`config.mk`:
```
export PLATFORM = sky130hd
export DESIGN_NAME = pidsf_mul
export DESIGN_NICKNAME = d
export VERILOG_FILES = /design/src/hw/rtl/pidsf_pkg.sv /design/src/hw/rtl/pidsf_mul.sv
export SDC_FILE = /design/constraint.sdc
export NUM_CORES = 2
export LEC_CHECK = 0
export ABC_AREA = 1
export BUFFER_PORTS_ARGS = -buffer_cell sky130_fd_sc_hd__buf_4
export CAP_MARGIN = 10
export CORE_MARGIN = 2
export CORE_UTILIZATION = 30
export CTS_BUF_LIST = sky130_fd_sc_hd__clkbuf_8 sky130_fd_sc_hd__clkbuf_16
export CTS_CLUSTER_DIAMETER = 150
export CTS_CLUSTER_SIZE = 14
export DETAILED_ROUTE_END_ITERATION = 16
export MAX_ROUTING_LAYER = met4
export PLACE_DENSITY = 0.51
export SLEW_MARGIN = 20
export SYNTH_ARGS = -nofsm -noshare
export SYNTH_HDL_FRONTEND = slang
export SYNTH_SLANG_ARGS = --single-unit
```
`constraint.sdc`:
```
create_clock -name clk -period 7.9 [get_ports clk]
set_clock_uncertainty 0.2 [all_clocks]
set_input_delay 0.79 -clock clk [delete_from_list [all_inputs] [get_ports clk]]
set_output_delay 0.79 -clock clk [all_outputs]
set_load 0.05 [all_outputs]
```
`src/hw/rtl/pidsf_pkg.sv`:
```
package pidsf_pkg;

	localparam int MEAS_W  = 32;
	localparam int DRIVE_W = 32;
	localparam int GAIN_W  = 48;
	localparam int CFG_W   = 48;
	localparam int ERR_W   = 33;
	localparam int DERR_W  = 34;
	localparam int REF_W   = 40;
	localparam int LIM_W   = 32;
	localparam int FLOOR_W = REF_W - 1;

	localparam logic signed [REF_W-1:0] REF_MAX = {1'b0, {(REF_W-1){1'b1}}};
	localparam logic signed [REF_W-1:0] REF_MIN = {1'b1, {(REF_W-1){1'b0}}};
	localparam logic [REF_W:0] SLEW_UP_STEP   = (REF_W+1)'(150);
	localparam logic [REF_W:0] SLEW_DOWN_STEP = (REF_W+1)'(300);

	localparam logic [LIM_W-1:0] MAX_OUTPUT_RST = '1;
	localparam logic [LIM_W-1:0] MIN_OUTPUT_RST = LIM_W'(1800);
	localparam logic [LIM_W-1:0] SLEW_THR_RST   = LIM_W'(2000);

	// divide by three: x < 3 * 2^32, q = (x * ceil(2^35 / 3)) >> 35
	localparam int DIV_X_W   = 34;
	localparam int DIV_M_W   = 17;
	localparam int DIV_P_W   = DIV_X_W + DIV_M_W;
	localparam int DIV_SUM_W = DIV_X_W + 2 * DIV_M_W;
	localparam int DIV_SHIFT = 35;
	localparam logic [2*DIV_M_W-1:0] DIV3_MUL = 34'h2_AAAA_AAAB;
	localparam logic [FLOOR_W-1:0] DIV_LIMIT = FLOOR_W'(34'h3_0000_0000);

	typedef logic [2:0]       cfg_idx_t;
	typedef logic [CFG_W-1:0] cfg_data_t;

	typedef enum logic [2:0] {
		REG_SETPOINT       = 3'd0,
		REG_PROP_GAIN      = 3'd1,
		REG_INTEG_GAIN     = 3'd2,
		REG_DERIV_GAIN     = 3'd3,
		REG_MAX_OUTPUT     = 3'd4,
		REG_MIN_OUTPUT     = 3'd5,
		REG_SLEW_THRESHOLD = 3'd6
	} cfg_reg_t;

	typedef struct packed {
		logic s2;
		logic s3;
		logic s4;
	} pidsf_mul_en_t;

endpackage

```
`src/hw/rtl/pidsf_mul.sv`:
```
module pidsf_mul #(
	parameter int OP_W = 33
) (
	input  logic                                     clk,
	input  pidsf_pkg::pidsf_mul_en_t                 en,
	input  logic signed [pidsf_pkg::GAIN_W-1:0]      gain,
	input  logic signed [OP_W-1:0]                   op,
	output logic signed [pidsf_pkg::GAIN_W+OP_W-1:0] prod_s4
);
	import pidsf_pkg::*;

	localparam int HALF_G = GAIN_W / 2;
	localparam int LO_W   = 32;
	localparam int HI_W   = OP_W - LO_W;
	localparam int LP_W   = GAIN_W + LO_W + 1;
	localparam int HP_W   = GAIN_W + HI_W;
	localparam int PROD_W = GAIN_W + OP_W;

	logic        [HALF_G-1:0]        gl;
	logic signed [HALF_G-1:0]        gh;
	logic        [LO_W-1:0]          ol;
	logic signed [HI_W-1:0]          oh;

	logic        [HALF_G+LO_W-1:0]   p_ll_s2;
	logic signed [HALF_G+LO_W:0]     p_hl_s2;
	logic signed [HALF_G+HI_W:0]     p_lh_s2;
	logic signed [HALF_G+HI_W-1:0]   p_hh_s2;
	logic signed [LP_W-1:0]          low_s3;
	logic signed [HP_W-1:0]          high_s3;

	assign gl = gain[HALF_G-1:0];
	assign gh = gain[GAIN_W-1:HALF_G];
	assign ol = op[LO_W-1:0];
	assign oh = op[OP_W-1:LO_W];

	always_ff @(posedge clk) begin
		if (en.s2) begin
			p_ll_s2 <= gl * ol;
			p_hl_s2 <= gh * $signed({1'b0, ol});
			p_lh_s2 <= $signed({1'b0, gl}) * oh;
			p_hh_s2 <= gh * oh;
		end
		if (en.s3) begin
			low_s3  <= $signed({{(LP_W-HALF_G-LO_W){1'b0}}, p_ll_s2})
				+ (LP_W'(p_hl_s2) <<< HALF_G);
			high_s3 <= HP_W'(p_lh_s2) + (HP_W'(p_hh_s2) <<< HALF_G);
		end
		if (en.s4) begin
			prod_s4 <= PROD_W'(low_s3) + (PROD_W'(high_s3) <<< LO_W);
		end
	end

endmodule

```
=== Word level (Yosys, flattened, before mapping) ===
Cells that the tools add are included.

* Add/subtract/negate cells: 3
* Multipliers: 4

{| class="wikitable"
|+ Operators by type and width
! kind !! number
|-
| adder 57 x 81 -> 81 bit || 1
|-
| adder 81 bit || 1
|-
| multiplier 24 x 33 -> 57 bit || 1
|-
| multiplier 24 x 32 -> 56 bit || 1
|-
| adder 26 x 49 -> 49 bit || 1
|-
| multiplier 25 x 1 -> 26 bit || 1
|-
| multiplier 24 x 1 -> 25 bit || 1
|}

* Register bits: 375

=== Longest topological paths before layout ===
* Word-level depth: 1
* Gate-level depth with buffers: 30

=== Least setup slack after synthesis ===
No wires, ideal clock.

* Kind: input -> register
* From: input port op[22]
* To: register p_ll_s2[42], data pin
* Arrival: 6389 ps
* Required time: 7448 ps
* Path slack: 1059 ps
* Stages on the path: 25
* Buffers on the path: 2
* Path through: clkbuf_1 > buf_1 > nand2_1 > fa_1 > inv_1 > fa_1 > inv_1 > fa_1 > fa_1 > inv_1 > fa_1 > fa_1 > inv_1 > fa_1 > inv_1 > ha_1 > nand2_1 > nor2_1 > inv_1 > nor3_1 > nand3_1 > nand3_1 > nand2_1 > nand3_1 > nand2_1

* Cells in the longest elaborated chain, start to end: 1

{| class="wikitable"
|+ RTL lines
! item !! RTL line !! RTL
|-
| start: declaration || pidsf_mul.sv:7 || <nowiki>input logic signed [OP_W-1:0] op,</nowiki>
|-
| multiplier 24 x 32 -> 56 bit || pidsf_mul.sv:38 || <nowiki>p_ll_s2 <= gl * ol;</nowiki>
|-
| end signal: assignment || pidsf_mul.sv:38 ||
|-
| end: declaration || pidsf_mul.sv:24 || <nowiki>logic [HALF_G+LO_W-1:0] p_ll_s2;</nowiki>
|}

No other way between the ends.
A chain may end at the register's enable or synchronous reset.

=== Worst setup path in the final report ===
* From: input port op[11]
* To: register p_hl_s2[42], data pin

* Cells in the longest elaborated chain, start to end: 1

{| class="wikitable"
|+ RTL lines
! item !! RTL line !! RTL
|-
| multiplier 24 x 33 -> 57 bit || pidsf_mul.sv:39 || <nowiki>p_hl_s2 <= gh * $signed({1'b0, ol});</nowiki>
|-
| end signal: assignment || pidsf_mul.sv:39 ||
|-
| end: declaration || pidsf_mul.sv:25 || <nowiki>logic signed [HALF_G+LO_W:0] p_hl_s2;</nowiki>
|}

No other way between the ends.

==> qor.yml <==
drt-initial-drc-count: 4496
synth-xor-area-share: 0.0211
fin_area_mm2: 0.0822
fin_crit_sh: 0.913
wl_per_cell_um: 20.0
slew_headroom: 0.351
synth_compound_gate_area_share: 0.0181
rsz0062_at_grt: "false"
status: "finished, final reports clean"
dr.pass1.iters: 6
post-cts-setup-buffers: 0
synth-adder-area-share: 0.430
worst_path_max_delay_cell: "fa_1"
ant_nets: 0
cts_root_buf: "clkbuf_16"
r2r_end: "high_s3[45]"
setup_tns_ns: 0
crit_type: "in -> reg"
max-cap-violations: 0
row_count: 184
drc: 0
io_pins: 166
fmax_mhz: 139
busiest_layer: "met2"
reg2reg_from: "p_lh_s2[25]"
use_met1: 0.294
syn-cell-area_mm2: 0.0760
arrival_ns: 7.41
vias: 61900
cpMostUsedCell: "fa_1"
synth.distinct_cells: 42
clk_latency_ns: 0.65
cp.required_ns: 8.10
layout-drive-gt1-share: 0.0398
numClockSinks: 375
antenna_found_initial: 32
r2r_setup_slack_ns: 4.73
final_util: 0.327
globalRouteMet3Util: 0.0289
yosys.area_share.simple: 0.215
grt_usage: 0.218
place.gp.congestion: 0.952
crit_path_start_kind: "input port"
endpoint_kind: "register"
portBuffers: 165
yosys_warnings: 0
first_global_vias: 66200
grt_pass1_wl_um: 411000
syn_nets: 12000
via_per_inst: 4.59
core_mm2: 0.252
critical_path.max_stage_delay_ns: 0.62
grt_use_met2: 0.350
avgSynthCellArea_um2: 7.51
synth_seq_cells: 375
cts_made_buffers: 30
start_util: 0.302
place_area_mm2: 0.0814
holdBufCountCts: 0
layout_common_cells: "3178 x nand2_1, 3029 x inv_1, 1319 x fa_1, 506 x ha_1, 437 x nor2_1"
finalHoldViolCount: 0
grt_max_degree: 124
fin_nets: 12000
post_cts_resized: 0
cts_tree: "done"
critPathCapture: "p_hl_s2[42]"
synthToLayoutAreaGrowth_pct: 8.14
layout_commonest_cell: "nand2_1"
muxShareOfSynthArea: 0
ys_seq_area_frac: 0.148
synth_top_family_by_area: "adder cells"
h-tree-depth: 1
wl_um: 270000
clk_pin_slew_ns: 0.08
path_max_fanout: 39
die_area_mm2: 0.258
dpl.hpwl_um: 223000
worstMarginPinSlew_ns: 0.974
final_max_slew_viol_count: 0
cp-startpoint: "op[11]"
die-height_um: 507
die_w_um: 507
syn_inst: 10100
nFillCells: 27000
layout_min_cycle_time_ns: 7.21
grt-ovfl-total: 0
clockBufferDepth: 3
r2r_cells: 9
setup_violations: 0
hp-class: "reg -> reg"
area by class of cell:
cell class	count	area, um2	area share
Multi-Input combinational cell	6367	52100	0.633
Inverter	3030	11400	0.138
Sequential cell	375	11300	0.137
Tap cell	3348	4190	0.0509
Timing Repair Buffer	319	2540	0.0309
Clock buffer	30	751	0.00913
Antenna cell	17	42.5	0.000517
Clock inverter	2	21.3	0.000259
how the worst min path moves through the flow:
stage,from,to,slack [ns],cells past startpoint
after floorplan,p_lh_s2[0],high_s3[0],0.20,0
after global placement,p_ll_s2[15],low_s3[15],0.20,0
after detailed placement,p_ll_s2[7],low_s3[7],0.20,0
after CTS,low_s3[1],prod_s4[1],0.22,0
after global routing,p_ll_s2[5],low_s3[5],0.23,0
final,p_lh_s2[17],high_s3[17],0.22,0
routing by layer:
layer | part of all wire | routed length [um]
met5 | 0 | 0
met4 | 0.023 | 6280
met3 | 0.068 | 18300
met2 | 0.46 | 124000
met1 | 0.45 | 122000
cell usage after synthesis:
cell         n  area share
nand3_2      2     0.00026
a21boi_0     4     0.00039
and3_1       3     0.00025
o21ai_0     44      0.0029
a21oi_1    155       0.010
a31o_2       1     0.00012
a31oi_1      2     0.00016
o211ai_1     1    0.000099
o21bai_1    30      0.0030
or2_1        7     0.00058
nor3b_2      1     0.00016
fa_1      1319        0.35
edfxtp_1   375        0.15
clkbuf_1   292       0.014
or2_4        2     0.00023
nand2_1   3178        0.16
nand3_1    257       0.017
nor3_4       1     0.00021
nor3_1      62      0.0041
nor2_1     437       0.022
nor3_2       3     0.00039
xnor2_1     38      0.0044
inv_1     3029        0.15
buf_2        1    0.000066
buf_1       61      0.0030
a41oi_1      1     0.00012
nand3b_1    14      0.0014
nor2_2      12     0.00099
a21o_1       5     0.00049
or2_2       25      0.0021
inv_2        1    0.000049
nand2_2      1    0.000082
buf_6        2     0.00030
ha_1       506       0.083
nor4_1      11     0.00091
nand4_1     70      0.0058
o21a_1       7     0.00069
nor2_4       2     0.00030
xor2_1     145       0.017
nor3b_1      4     0.00039
nor4_2       1     0.00016
and2_1      16      0.0013
flip-flops by register name, summed over array words and instances (netlist names):
register,count
high_s3,49
prod_s4,81
p_hl_s2,57
p_hh_s2,25
p_ll_s2,56
low_s3,81
p_lh_s2,26
critical path: cells and delay by family:
kind          cells  cell delay (ns)
buf+inv           8             1.35
simple gates      9             1.46
fa+ha+maj         8             3.75
metrics by stage:
stage | std cells | hold slack [ns] | setup WS (ns)
final | 13500 | 0.219 | 0.685
after global routing | 13500 | 0.226 | 0.373
after CTS | 13500 | 0.219 | 0.751
after detailed placement | 13400 | 0.205 | 0.0950
after global placement | 13400 | 0.201 | 0.0339
after floorplan | 10100 | 0.200 | 1.06
logic make-up (layout without fill, tap and decap cells):
| family | Yosys count | count (layout) |
|---|---|---|
| other | 0 | 17 |
| DFF | 375 | 375 |
| AOI/OAI and AO/OA | 250 | 250 |
| and+or+nand+nor | 4109 | 4109 |
| adders and majority gates | 1825 | 1825 |
| xor gates and xnor gates | 183 | 183 |
| buffers and inverters | 3386 | 3381 |
Power is left out: the tool's default activity adds up to more than one toggle a clock period on the data nets, which glitch-free logic cannot reach.
